[src/hw/rtl/pbrs_pkg.sv]
// ----------------------------------------------------------------------------
// pbrs_pkg: shared types and constants for the parking brake rate select
// Holds register codes, stop kinds, fixed brake constants and the records
// passed between the front stages, the square-root cells and the top level.
// ----------------------------------------------------------------------------
package pbrs_pkg;

  // Register codes (byte address = 4 * code)
  localparam logic [2:0] REG_PARA_A          = 3'd0;
  localparam logic [2:0] REG_PARA_B          = 3'd1;
  localparam logic [2:0] REG_AUTO_REVERSAL_B = 3'd2;
  localparam logic [2:0] REG_REVERSAL_B      = 3'd3;
  localparam logic [2:0] REG_GARAGE_ACC      = 3'd4;
  localparam logic [2:0] REG_ORIGIN_CAP_ACC  = 3'd5;
  localparam logic [2:0] REG_DEFAULT_ACC     = 3'd6;
  localparam logic [2:0] REG_MODE_FLAGS      = 3'd7;

  // Stop-point kinds
  localparam logic [1:0] KIND_NORMAL       = 2'd0;
  localparam logic [1:0] KIND_AUTO_REVERSAL = 2'd1;
  localparam logic [1:0] KIND_GARAGE       = 2'd2;
  localparam logic [1:0] KIND_REVERSAL     = 2'd3;

  // Mode flag bit positions
  localparam int MODE_RAIN     = 0;
  localparam int MODE_RAIN_PID = 1;
  localparam int MODE_IMM_STOP = 2;

  // Fixed brake constants
  localparam logic [10:0]        EMERGENCY_ACC  = 11'd150;
  localparam logic signed [24:0] REAR_STOP_DIST = 25'sd0;
  localparam logic [10:0]        REAR_STOP_ACC  = 11'd0;

  // Square-root datapath sizes: radicand 2*acc*dist < 2^34
  localparam int RAD_W   = 34;
  localparam int ROOT_W  = RAD_W / 2;
  localparam int REM_W   = ROOT_W + 3;
  localparam int SQ_STEPS = ROOT_W;

  // Configuration registers
  typedef struct packed {
    logic [15:0] para_a;
    logic [10:0] para_b;
    logic [10:0] auto_reversal_b;
    logic [10:0] reversal_b;
    logic [9:0]  garage_acc;
    logic [9:0]  origin_cap_acc;
    logic [9:0]  default_acc;
    logic [2:0]  mode_flags;
  } cfg_t;

  // One input request
  typedef struct packed {
    logic [1:0]  stop_kind;
    logic [13:0] last_speed;
    logic [23:0] distance;
    logic        speed_target_ok;
    logic        speed_train_ok;
    logic        stopped;
    logic        coupled_rear;
  } in_item_t;

  // Side data riding along the square-root chain
  typedef struct packed {
    logic [10:0] acc;
    logic [13:0] speed;
    logic        go;
    logic        emerg;
  } sq_side_t;

  // State held by one square-root cell
  typedef struct packed {
    logic [RAD_W-1:0]  x;
    logic [REM_W-1:0]  rem;
    logic [ROOT_W-1:0] root;
    sq_side_t          side;
  } sq_t;

endpackage

[src/hw/rtl/parking_brake_rate_select.sv]
// ----------------------------------------------------------------------------
// parking_brake_rate_select: precise-stop brake rate selection
// Picks the candidate brake rate for the stop kind, forms the trigger speed
// sqrt(2*rate*distance) and decides whether the precise stop begins.
//
// Usage:
//   Input stream (in_*) carries one request per control period; the result
//   stream (out_*) returns one result per request, in order. The APB-style
//   cfg_* port sets the eight registers at byte addresses 0x00..0x1C; write
//   them only while no request is in flight.
//   From input accept to result valid a request passes three front
//   stages (speed multiply, rate selection, radicand multiply), seventeen
//   square-root cells of one root bit each, and the output register.
//   Throughput is one request per cycle unless the receiver stalls.
//   When the receiver stalls, the result holds in the output register and
//   requests pile up stage by stage; in_tready falls only once every stage
//   is full. Reset empties all stages and loads the register reset values
//   (origin_cap_acc = 1023, all others zero).
// ----------------------------------------------------------------------------
module parking_brake_rate_select import pbrs_pkg::*; (
  input  logic        clk,
  input  logic        rst_n,
  // Input stream
  input  logic        in_tvalid,
  output logic        in_tready,
  input  logic [39:0] in_tdata,   // [13:0] last_speed, [37:14] distance, [39:38] zero
  input  logic [5:0]  in_tuser,   // [1:0] stop_kind, [2] speed_target_ok,
                                  // [3] speed_train_ok, [4] stopped, [5] coupled_rear
  // Result stream
  output logic        out_tvalid,
  input  logic        out_tready,
  output logic [39:0] out_tdata,  // [10:0] brake_acc, [21:11] candidate_acc,
                                  // [39:22] trigger_speed
  output logic        out_tuser,  // [0] precise_stop
  // Configuration port
  input  logic        cfg_psel,
  input  logic        cfg_penable,
  input  logic        cfg_pwrite,
  input  logic [4:0]  cfg_paddr,
  input  logic [31:0] cfg_pwdata,
  output logic [31:0] cfg_prdata,
  output logic        cfg_pready
);

  cfg_t     cfg_r;
  in_item_t in_item;
  logic     wr_en;

  logic                front_valid;
  logic                front_ready;
  sq_t                 front_data;
  logic [SQ_STEPS:0]   chain_valid;
  logic [SQ_STEPS:0]   chain_ready;
  sq_t                 chain_data [SQ_STEPS+1];

  logic        out_valid_r, out_valid_nxt;
  logic [10:0] brake_r;
  logic [10:0] cand_r;
  logic [17:0] trig_r;
  logic        precise_r;

  sq_side_t    tail_side;
  logic [17:0] tail_trig;
  logic        tail_precise;
  logic [10:0] tail_cand;
  logic [10:0] tail_brake;

  // Register writes on the access phase
  assign cfg_pready = 1'b1;
  assign wr_en      = cfg_psel && cfg_penable && cfg_pwrite && cfg_pready;

  always_ff @(posedge clk) begin
    if (!rst_n) begin
      cfg_r.para_a          <= '0;
      cfg_r.para_b          <= '0;
      cfg_r.auto_reversal_b <= '0;
      cfg_r.reversal_b      <= '0;
      cfg_r.garage_acc      <= '0;
      cfg_r.origin_cap_acc  <= 10'd1023;
      cfg_r.default_acc     <= '0;
      cfg_r.mode_flags      <= '0;
    end else if (wr_en) begin
      case (cfg_paddr[4:2])
        REG_PARA_A:          cfg_r.para_a          <= cfg_pwdata[15:0];
        REG_PARA_B:          cfg_r.para_b          <= cfg_pwdata[10:0];
        REG_AUTO_REVERSAL_B: cfg_r.auto_reversal_b <= cfg_pwdata[10:0];
        REG_REVERSAL_B:      cfg_r.reversal_b      <= cfg_pwdata[10:0];
        REG_GARAGE_ACC:      cfg_r.garage_acc      <= cfg_pwdata[9:0];
        REG_ORIGIN_CAP_ACC:  cfg_r.origin_cap_acc  <= cfg_pwdata[9:0];
        REG_DEFAULT_ACC:     cfg_r.default_acc     <= cfg_pwdata[9:0];
        REG_MODE_FLAGS:      cfg_r.mode_flags      <= cfg_pwdata[2:0];
        default: ;
      endcase
    end
  end

  // Read back
  always_comb begin
    case (cfg_paddr[4:2])
      REG_PARA_A:          cfg_prdata = 32'(cfg_r.para_a);
      REG_PARA_B:          cfg_prdata = 32'(cfg_r.para_b);
      REG_AUTO_REVERSAL_B: cfg_prdata = 32'(cfg_r.auto_reversal_b);
      REG_REVERSAL_B:      cfg_prdata = 32'(cfg_r.reversal_b);
      REG_GARAGE_ACC:      cfg_prdata = 32'(cfg_r.garage_acc);
      REG_ORIGIN_CAP_ACC:  cfg_prdata = 32'(cfg_r.origin_cap_acc);
      REG_DEFAULT_ACC:     cfg_prdata = 32'(cfg_r.default_acc);
      REG_MODE_FLAGS:      cfg_prdata = 32'(cfg_r.mode_flags);
      default:             cfg_prdata = '0;
    endcase
  end

  // Unpack the input request
  assign in_item.stop_kind       = in_tuser[1:0];
  assign in_item.last_speed      = in_tdata[13:0];
  assign in_item.distance        = in_tdata[37:14];
  assign in_item.speed_target_ok = in_tuser[2];
  assign in_item.speed_train_ok  = in_tuser[3];
  assign in_item.stopped         = in_tuser[4];
  assign in_item.coupled_rear    = in_tuser[5];

  pbrs_front u_front (
    .clk        (clk),
    .rst_n      (rst_n),
    .cfg        (cfg_r),
    .up_valid   (in_tvalid),
    .up_ready   (in_tready),
    .up_item    (in_item),
    .down_valid (front_valid),
    .down_ready (front_ready),
    .down_data  (front_data)
  );

  assign chain_valid[0] = front_valid;
  assign chain_data[0]  = front_data;
  assign front_ready    = chain_ready[0];

  // Square-root chain, one root bit per cell
  for (genvar k = 0; k < SQ_STEPS; k++) begin : g_sqrt
    pbrs_sqrt_cell u_cell (
      .clk        (clk),
      .rst_n      (rst_n),
      .up_valid   (chain_valid[k]),
      .up_ready   (chain_ready[k]),
      .up_data    (chain_data[k]),
      .down_valid (chain_valid[k+1]),
      .down_ready (chain_ready[k+1]),
      .down_data  (chain_data[k+1])
    );
  end

  assign chain_ready[SQ_STEPS] = !out_valid_r || out_tready;

  // Trigger decision and emergency override
  always_comb begin
    tail_side = chain_data[SQ_STEPS].side;
    if (tail_side.emerg) begin
      tail_cand    = EMERGENCY_ACC;
      tail_brake   = EMERGENCY_ACC;
      tail_trig    = '0;
      tail_precise = 1'b1;
    end else begin
      tail_trig    = 18'(chain_data[SQ_STEPS].root);
      tail_precise = tail_side.go && (18'(tail_side.speed) > tail_trig);
      tail_cand    = tail_side.acc;
      tail_brake   = tail_precise ? tail_side.acc : {1'b0, cfg_r.default_acc};
    end
  end

  assign out_valid_nxt = chain_ready[SQ_STEPS] ? chain_valid[SQ_STEPS] : out_valid_r;

  // Output register: hold while the receiver stalls
  always_ff @(posedge clk) begin
    if (!rst_n) begin
      out_valid_r <= 1'b0;
    end else begin
      out_valid_r <= out_valid_nxt;
    end
    if (chain_ready[SQ_STEPS] && chain_valid[SQ_STEPS]) begin
      brake_r   <= tail_brake;
      cand_r    <= tail_cand;
      trig_r    <= tail_trig;
      precise_r <= tail_precise;
    end
  end

  assign out_tvalid = out_valid_r;
  assign out_tdata  = {trig_r, cand_r, brake_r};
  assign out_tuser  = precise_r;

  // A precise stop commands the candidate rate
  a_precise_uses_candidate: assert property (
    @(posedge clk) disable iff (!rst_n)
    (out_valid_r && precise_r) |-> (brake_r == cand_r)
  ) else $error("precise stop with brake rate other than candidate");

  // Without a precise stop the default rate is commanded
  a_idle_uses_default: assert property (
    @(posedge clk) disable iff (!rst_n)
    (out_valid_r && !precise_r) |-> (brake_r == {1'b0, cfg_r.default_acc})
  ) else $error("default rate not commanded outside precise stop");

  // A rate at or below zero yields no trigger speed
  a_nonpos_rate_no_trigger: assert property (
    @(posedge clk) disable iff (!rst_n)
    (out_valid_r && (cand_r[10] || cand_r == 11'd0)) |-> (trig_r == 18'd0)
  ) else $error("trigger speed from a non-positive rate");

  // A stalled result holds its fields
  a_stall_holds: assert property (
    @(posedge clk) disable iff (!rst_n)
    (out_valid_r && !out_tready) |=> (out_valid_r && $stable(out_tdata) && $stable(precise_r))
  ) else $error("result changed while stalled");

endmodule

[src/hw/rtl/pbrs_front.sv]
// ----------------------------------------------------------------------------
// pbrs_front: brake rate candidate and radicand stages
// Three pipeline stages: speed term multiply, candidate rate selection with
// saturation, cap, rain clamp and rear override, then the 2*rate*distance
// product that feeds the square-root chain.
// ----------------------------------------------------------------------------
module pbrs_front import pbrs_pkg::*; (
  input  logic     clk,
  input  logic     rst_n,
  input  cfg_t     cfg,
  input  logic     up_valid,
  output logic     up_ready,
  input  in_item_t up_item,
  output logic     down_valid,
  input  logic     down_ready,
  output sq_t      down_data
);

  // Stage 1 registers
  logic        s1_valid_r, s1_valid_nxt;
  logic [1:0]  s1_kind_r;
  logic [13:0] s1_speed_r;
  logic [23:0] s1_dist_r;
  logic        s1_go_r;
  logic        s1_rear_r;
  logic        s1_emerg_r;
  logic [13:0] s1_lin_r;

  // Stage 2 registers
  logic        s2_valid_r, s2_valid_nxt;
  logic [10:0] s2_acc_r;
  logic [13:0] s2_speed_r;
  logic [23:0] s2_dist_r;
  logic        s2_go_r;
  logic        s2_emerg_r;

  // Stage 3 registers
  logic        s3_valid_r, s3_valid_nxt;
  sq_t         s3_data_r;

  logic s1_ready, s2_ready, s3_ready;

  logic [29:0]        lin_prod;
  logic signed [15:0] off;
  logic signed [15:0] sum;
  logic signed [10:0] sat;
  logic signed [10:0] acc;
  logic [RAD_W-1:0]   rad;

  // Ready chain: a stage takes a request when empty or draining
  assign s3_ready = !s3_valid_r || down_ready;
  assign s2_ready = !s2_valid_r || s3_ready;
  assign s1_ready = !s1_valid_r || s2_ready;
  assign up_ready = s1_ready;

  // Speed term of the linear rate
  assign lin_prod = 30'(cfg.para_a) * 30'(up_item.last_speed);

  assign s1_valid_nxt = s1_ready ? up_valid : s1_valid_r;

  always_ff @(posedge clk) begin
    if (!rst_n) begin
      s1_valid_r <= 1'b0;
    end else begin
      s1_valid_r <= s1_valid_nxt;
    end
    if (s1_ready && up_valid) begin
      s1_kind_r  <= up_item.stop_kind;
      s1_speed_r <= up_item.last_speed;
      s1_dist_r  <= up_item.distance;
      s1_go_r    <= up_item.speed_target_ok & up_item.speed_train_ok &
                    ~up_item.stopped & ~cfg.mode_flags[MODE_IMM_STOP];
      s1_rear_r  <= up_item.coupled_rear;
      s1_emerg_r <= up_item.distance[23] || (up_item.distance == 24'd0);
      s1_lin_r   <= lin_prod[29:16];
    end
  end

  // Select the candidate rate by stop kind, then clamp and override
  always_comb begin
    case (s1_kind_r)
      KIND_AUTO_REVERSAL: off = 16'($signed(cfg.auto_reversal_b));
      KIND_REVERSAL:      off = 16'($signed(cfg.reversal_b));
      default:            off = 16'($signed(cfg.para_b));
    endcase
    sum = $signed({2'b00, s1_lin_r}) + off;
    if (sum > 16'sd1023) begin
      sat = 11'sd1023;
    end else if (sum < -16'sd1024) begin
      sat = -11'sd1024;
    end else begin
      sat = sum[10:0];
    end
    case (s1_kind_r)
      KIND_GARAGE: begin
        acc = $signed({1'b0, cfg.garage_acc});
      end
      KIND_NORMAL: begin
        if (sat > $signed({1'b0, cfg.origin_cap_acc})) begin
          acc = $signed({1'b0, cfg.origin_cap_acc});
        end else begin
          acc = sat;
        end
      end
      default: begin
        acc = sat;
      end
    endcase
    if (cfg.mode_flags[MODE_RAIN] && cfg.mode_flags[MODE_RAIN_PID] &&
        acc > $signed({1'b0, cfg.default_acc})) begin
      acc = $signed({1'b0, cfg.default_acc});
    end
    if (s1_rear_r && REAR_STOP_DIST > 25'sd0 &&
        $signed({s1_dist_r[23], s1_dist_r}) <= REAR_STOP_DIST &&
        REAR_STOP_ACC != 11'd0) begin
      acc = $signed(REAR_STOP_ACC);
    end
  end

  assign s2_valid_nxt = s2_ready ? s1_valid_r : s2_valid_r;

  always_ff @(posedge clk) begin
    if (!rst_n) begin
      s2_valid_r <= 1'b0;
    end else begin
      s2_valid_r <= s2_valid_nxt;
    end
    if (s2_ready && s1_valid_r) begin
      s2_acc_r   <= acc;
      s2_speed_r <= s1_speed_r;
      s2_dist_r  <= s1_dist_r;
      s2_go_r    <= s1_go_r;
      s2_emerg_r <= s1_emerg_r;
    end
  end

  // Radicand 2*rate*distance; zero for an emergency or a rate at or below zero
  always_comb begin
    if (!s2_emerg_r && !s2_acc_r[10] && (s2_acc_r != 11'd0)) begin
      rad = {RAD_W'(s2_dist_r[22:0]) * RAD_W'(s2_acc_r[9:0])} << 1;
    end else begin
      rad = '0;
    end
  end

  assign s3_valid_nxt = s3_ready ? s2_valid_r : s3_valid_r;

  always_ff @(posedge clk) begin
    if (!rst_n) begin
      s3_valid_r <= 1'b0;
    end else begin
      s3_valid_r <= s3_valid_nxt;
    end
    if (s3_ready && s2_valid_r) begin
      s3_data_r.x          <= rad;
      s3_data_r.rem        <= '0;
      s3_data_r.root       <= '0;
      s3_data_r.side.acc   <= s2_acc_r;
      s3_data_r.side.speed <= s2_speed_r;
      s3_data_r.side.go    <= s2_go_r;
      s3_data_r.side.emerg <= s2_emerg_r;
    end
  end

  assign down_valid = s3_valid_r;
  assign down_data  = s3_data_r;

endmodule

[src/hw/rtl/pbrs_sqrt_cell.sv]
// ----------------------------------------------------------------------------
// pbrs_sqrt_cell: one digit of the integer square root
// Brings in the next two radicand bits, tries the next root bit and hands the
// partial root, remainder and side data to the neighbor cell.
// ----------------------------------------------------------------------------
module pbrs_sqrt_cell import pbrs_pkg::*; (
  input  logic clk,
  input  logic rst_n,
  input  logic up_valid,
  output logic up_ready,
  input  sq_t  up_data,
  output logic down_valid,
  input  logic down_ready,
  output sq_t  down_data
);

  logic             valid_r, valid_nxt;
  sq_t              data_r, data_nxt;
  logic [REM_W-1:0] rem_sh;
  logic [REM_W-1:0] trial;
  logic             fits;

  // Try the next root bit against the shifted remainder
  always_comb begin
    rem_sh = {up_data.rem[REM_W-3:0], up_data.x[RAD_W-1 -: 2]};
    trial  = {1'b0, up_data.root, 2'b01};
    fits   = (rem_sh >= trial);
    data_nxt.x    = {up_data.x[RAD_W-3:0], 2'b00};
    data_nxt.rem  = fits ? (rem_sh - trial) : rem_sh;
    data_nxt.root = {up_data.root[ROOT_W-2:0], fits};
    data_nxt.side = up_data.side;
  end

  assign up_ready  = !valid_r || down_ready;
  assign valid_nxt = up_ready ? up_valid : valid_r;

  // Advance when the neighbor takes the request or this cell is empty
  always_ff @(posedge clk) begin
    if (!rst_n) begin
      valid_r <= 1'b0;
    end else begin
      valid_r <= valid_nxt;
    end
    if (up_ready && up_valid) begin
      data_r <= data_nxt;
    end
  end

  assign down_valid = valid_r;
  assign down_data  = data_r;

endmodule
[config.mk]
export PLATFORM = sky130hd
export DESIGN_NAME = parking_brake_rate_select
export DESIGN_NICKNAME = d
export VERILOG_FILES = /design/src/hw/rtl/pbrs_pkg.sv /design/src/hw/rtl/parking_brake_rate_select.sv /design/src/hw/rtl/pbrs_front.sv /design/src/hw/rtl/pbrs_sqrt_cell.sv
export SDC_FILE = /design/constraint.sdc
export NUM_CORES = 2
export LEC_CHECK = 0
export CAP_MARGIN = 5
export CORE_MARGIN = 2
export CORE_UTILIZATION = 66
export DETAILED_ROUTE_END_ITERATION = 6
export DONT_BUFFER_PORTS = 1
export PLACE_DENSITY = 0.85
export RECOVER_POWER = 25
export SETUP_SLACK_MARGIN = 0.1
export SLEW_MARGIN = 25
export SYNTH_ARGS = -nofsm -noshare
export SYNTH_HDL_FRONTEND = slang
export SYNTH_HIERARCHICAL = 1
export SYNTH_SLANG_ARGS = --single-unit
[constraint.sdc]
create_clock -name clk -period 9.9 [get_ports clk]
set_input_delay 0.495 -clock clk [delete_from_list [all_inputs] [get_ports clk]]
set_output_delay 0.495 -clock clk [all_outputs]
set_load 0.1 [all_outputs]
# Word-level counts from Yosys, hierarchy flattened
# Cells that the tools add are included.
# word_totals
latch_bits,0
out_inout_bits,76
n_memories,0
mem_bits_ro,0
reg_bits,1467
word_cells,338
inputBits,90
ram_bits,0
# op_classes
div,0
n_eq_ne,10
n_mux,24
n_addsub,17
n_reduce_logical,86
n_lt_le_gt_ge,22
n_mul,2
bitwise,6
shifts,0
# ops
cell,count
2-to-1 mux 18 bit,15
one-hot mux 32 bit (8 select lines),1
multiplier 23 x 10 -> 33 bit,1
2-to-1 mux 11 bit,3
one-hot mux 16 bit (2 select lines),1
multiplier 16 x 14 -> 30 bit,1
logical AND 1 bit,28
zero test 24 bit,1
zero test 1 bit,23
> comparator 11 bit,2
logical OR 1 bit,22
one-hot mux 11 bit (2 select lines),1
>= comparator 20 x 10 -> 1 bit,1
>= comparator 20 x 11 -> 1 bit,1
>= comparator 20 x 12 -> 1 bit,1
>= comparator 20 x 13 -> 1 bit,1
>= comparator 20 x 14 -> 1 bit,1
>= comparator 20 x 15 -> 1 bit,1
>= comparator 20 x 16 -> 1 bit,1
>= comparator 20 x 17 -> 1 bit,1
>= comparator 20 x 18 -> 1 bit,1
>= comparator 20 x 3 -> 1 bit,1
>= comparator 20 x 4 -> 1 bit,1
>= comparator 20 x 5 -> 1 bit,1
39 further kinds,56

# Depth between registers and ports, before layout
# logic_depth
word_depth,23
ltp_mapped,37
ltp_nobuf,32

# By module
# Netlist, hierarchy kept.
# by_module_without_submodules
mod,instances,seq_area_each_um2,cells_each,area_each_um2
pbrs_sqrt_cell,17,2902.8,286,4242.8
pbrs_front,1,5014.8,2136,21624.5
parking_brake_rate_select,1,2862.7,578,5848.1

# Worst setup path before layout
# OpenSTA, ideal clock, no wires.
# synth_timing
path_type,reg2reg
from,reg u_front.s1_kind_r[1]
to,"reg u_front.s2_acc_r[9], data pin"
slack_ns,1.960
arrival_ns,7.782
path_buffers,4
t_required_ns,9.742
setup_time_ns,0.158
path_stages_with_launch,37
period_less_slack_ns,7.940
path_cell_list,edfxtp_1 clkbuf_1 buf_1 mux2i_1 a21oi_1 ha_1 fa_1 nand3_1 a21oi_1 nor4_2 o31ai_1 xor2_1 or3_1 o31a_1 buf_6 a21oi_1 inv_1 ha_1 nand3_1 o21bai_1 a31o_1 a211oi_2 nor4b_2 a311oi_2 and2_1 a221oi_2 ha_1 nor2b_1 o21a_1 o21a_1 o21ai_0 a211oi_1 a2111oi_0 nor4b_4 buf_6 a311o_1 o211ai_1
# synth_between
elab_chain_cells,12
elab_cells_between_ends,16
cone_classes,add/sub (1); order compare (4); eq/ne (3); mux (6); reduce/logical (2)
# synth_lines
item,line,rtl
start: declaration,pbrs_front.sv:21,logic [1:0] s1_kind_r;
start signal: assignment,pbrs_front.sv:68,s1_kind_r <= up_item.stop_kind;
== test 2 bit or == test 2 x 1 -> 1 bit (tied branches),pbrs_front.sv:81,case (s1_kind_r)
one-hot mux 16 bit (2 select lines),pbrs_front.sv:81,
adder 15 x 16 -> 16 bit,pbrs_front.sv:86,"sum = $signed({2'b00, s1_lin_r}) + off;"
less-than comparator 16 x 11 -> 1 bit,pbrs_front.sv:89,end else if (sum < -16'sd1024) begin
2-to-1 mux 11 bit,pbrs_front.sv:89,
2-to-1 mux 11 bit,pbrs_front.sv:87,if (sum > 16'sd1023) begin
> comparator 11 bit,pbrs_front.sv:99,"if (sat > $signed({1'b0, cfg.origin_cap_acc})) begin"
2-to-1 mux 11 bit,pbrs_front.sv:99,
one-hot mux 11 bit (2 select lines) *,pbrs_front.sv:94,case (s1_kind_r)
> comparator 11 bit,pbrs_front.sv:110,"acc > $signed({1'b0, cfg.default_acc})) begin"
logical AND 1 bit,pbrs_front.sv:109,if (cfg.mode_flags[MODE_RAIN] && cfg.mode_flags[MODE_RAIN_PID] &&
2-to-1 mux 10 bit *,pbrs_front.sv:109,
via u_front.acc[9],pbrs_front.sv:47,logic signed [10:0] acc;
end signal: assignment,pbrs_front.sv:129,s2_acc_r <= acc;
end: declaration,pbrs_front.sv:31,logic [10:0] s2_acc_r;
# The timed path passes the listed nets; every way through them passes the cells marked *.
# A chain may end at the register's enable or synchronous reset.

# Worst setup path after layout
# layout_timing
from,reg u_front.s1_kind_r[1]
to,"reg u_front.s2_acc_r[7], data pin"
# Same word-level chain as after synthesis.

==> flow_summary.yaml <==
outcome:
  status: "finished, violations left"
  violations: "design-rule violations"
drt:
  avgViaCountPerCell: 6.069
  vias: 52950
  wl_per_cell_um: 21.45
  initialDrtViolationCount: 4895
  drt_pass1_iterations: 7
  routed_wl_mm: 187.1
  ant_nets: 0
  post-route-drc-count: 5
logic_synthesis:
  avgSynthCellArea_sq_um: 12.75
  netlist_area_sq_mm: 0.08704
  synthCells: 6824
  synth_warnings: 6
critical_path:
  cp_common_cell: "ha_1"
  start_kind: "register"
  reg2reg_depth: 32
  crit_required_ps: 10400
  crit_fanout: 14
  cpMaxStageDelayCell: "edfxtp_1"
  worstSetupPathType: "register to register"
  worstPathArrival_ps: 9920
  crit_path_end_kind: "register"
  max_stage_delay_ps: 860
cts:
  clk_path_buf_depth: 3
  clk-insertion-delay-late_ps: 820
  root_buffer: "clkbuf_16"
  clk_pin_slew_ps: 70
  cts-buffers-inserted: 159
  cts_setup_buffers: 0
  ctsHtreeMaxLevel: 4
  cts-resized-gates: 0
  clock-sinks: 1616
  cts_tree: "done"
place:
  hpwl_mm: 126.3
  routabilityCongestion: 0.9252
  io_buffers: 0
layout:
  nFillCells: 8284
  nets: 7791
  final_cell_mix: "edfxtp_1, inv_1, ha_1"
  layout_commonest_cell: "edfxtp_1"
  drive_above_1_share_pct: 9.087
  seq_area_sq_mm: 0.04750
  multi_input_area_sq_mm: 0.03559
  syn2layout_area_growth_pct: 8.535
floorplanning:
  dieWidth_um: 367.1
  num_rows: 133
  start_util_pct: 66.37
  die_y_um: 367.1
  pin_count: 166
  die_area_sq_mm: 0.1348
  core_sq_mm: 0.1311
power_and_ir_drop:
  peakVddDrop_v: 0.0002647
  powerDensity_mw_per_mm2: 173.9
  p_leak_nw: 37.23
  power_w: 0.01642
worst_hold_path:
  hold_path_class: "input port to register"
  whs_path_depth: 2
sta:
  setup_viol: 0
  fin_skew_ps: 64.61
  finalHoldViolations: 0
  rsz0062_at_grt: "false"
  finalSetupTns_ps: 0
  maxSlewHeadroom_pct: 26.53
  worstMarginPinSlew_ps: 1101
  slew_viol_final: 0
  period_minus_slack_ps: 9417
  max_freq_mhz: 106.2
  finalCritPeriodShare_pct: 95.12
grt:
  antenna_found_initial: 4
  grt_max_degree: 104
  grt_pass1_wl_mm: 296.3
  overflow: 0
  grt_pass1_vias: 54630
  grtUsageTotal_pct: 27.93
flow_run:
  drv_cap: 0
-- report_power, final --
group          internal [W]  leakage, nW  total (W)  switching, W
clock network       0.00340         2.55    0.00609       0.00269
registers           0.00749         14.5    0.00757     0.0000730
logic               0.00119         20.2    0.00277       0.00158
-- worst max-delay path: cells and delay by family (launching register included) --
kind | cells | cell delay [ps]
flops | 1 | 860
mux | 1 | 110
fa+ha+maj | 3 | 940
xor+xnor | 1 | 170
buf+inv | 2 | 420
simple gates | 9 | 2130
compound gates | 16 | 4470
-- layout make-up --
| type | instances | share of cell area (%) |
|---|---|---|
| multi-input cells | 4206 | 37.68 |
| flip-flops and latches | 1616 | 50.28 |
| inverters | 742 | 2.951 |
| clock inverters | 105 | 1.283 |
| repair buffers | 111 | 1.111 |
| well taps | 1755 | 2.325 |
| diodes | 4 | 0.01060 |
| clock buffers | 186 | 4.362 |
-- sequential cells by signal, summed over array words and instances (netlist names), 2 cells and up --
| name | cells |
|---|---|
| g_sqrt.u_cell/down_data | 1308 |
| cfg_r | 82 |
| u_front/down_data | 60 |
| u_front/s1_dist_r | 23 |
| u_front/s2_dist_r | 23 |
| g_sqrt.u_cell/down_valid | 17 |
| trig_r | 17 |
| u_front/s1_lin_r | 14 |
| u_front/s1_speed_r | 14 |
| u_front/s2_speed_r | 14 |
| brake_r | 11 |
| cand_r | 11 |
| u_front/s2_acc_r | 11 |
| u_front/s1_kind_r | 2 |
-- through the flow --
step | setup slack (ps) | util, % | cell area, sq um | hold slack [ps] | instances
floorplan | 1960 | - | 87230 | 400.3 | 6875
global placement | 945.1 | 67.31 | 88270 | 400.2 | 8359
detailed placement | 854.0 | 67.39 | 88360 | 404.5 | 8359
CTS | 640.4 | 71.96 | 94370 | 4.214 | 8715
global route | 141.6 | 72.04 | 94460 | 54.70 | 8723
finish | 483.0 | 72.04 | 94470 | 65.15 | 8725
-- metal layers --
| layer | share of wire [%] | vias to the layer above | global-route usage, % |
|---|---|---|---|
| met3 | 6.8 | 514 | 4.692 |
| met1 | 39 | 26000 | 35.71 |
| met2 | 50 | 2297 | 47.75 |
| met4 | 3.7 | 2 | 11.07 |
| met5 | 0.0059 | - | 0 |
| li1 | - | 24140 | - |
-- final timing paths --
path,startpoint,endpoint,slack [ps]
setup / recovery,u_front/s1_kind_r[1]$_DFFE_PP_,u_front/s2_acc_r[7]$_DFFE_PP_,480
setup reg to reg,u_front/s1_kind_r[1]$_DFFE_PP_,u_front/s2_acc_r[7]$_DFFE_PP_,480
hold / removal,rst_n,cfg_r[19]$_SDFFE_PN1P_,70
hold reg to reg,g_sqrt[0].u_cell/down_data[72]$_DFFE_PP_,g_sqrt[1].u_cell/down_data[74]$_DFFE_PP_,380
-- repair_timing --
item,4_1_cts,5_1_grt
endpoints found under the setup margin,0,0
hold endpoints to repair,144,7
hold buffers,65,1
Note: power is estimated with default switching activity, not from simulation.
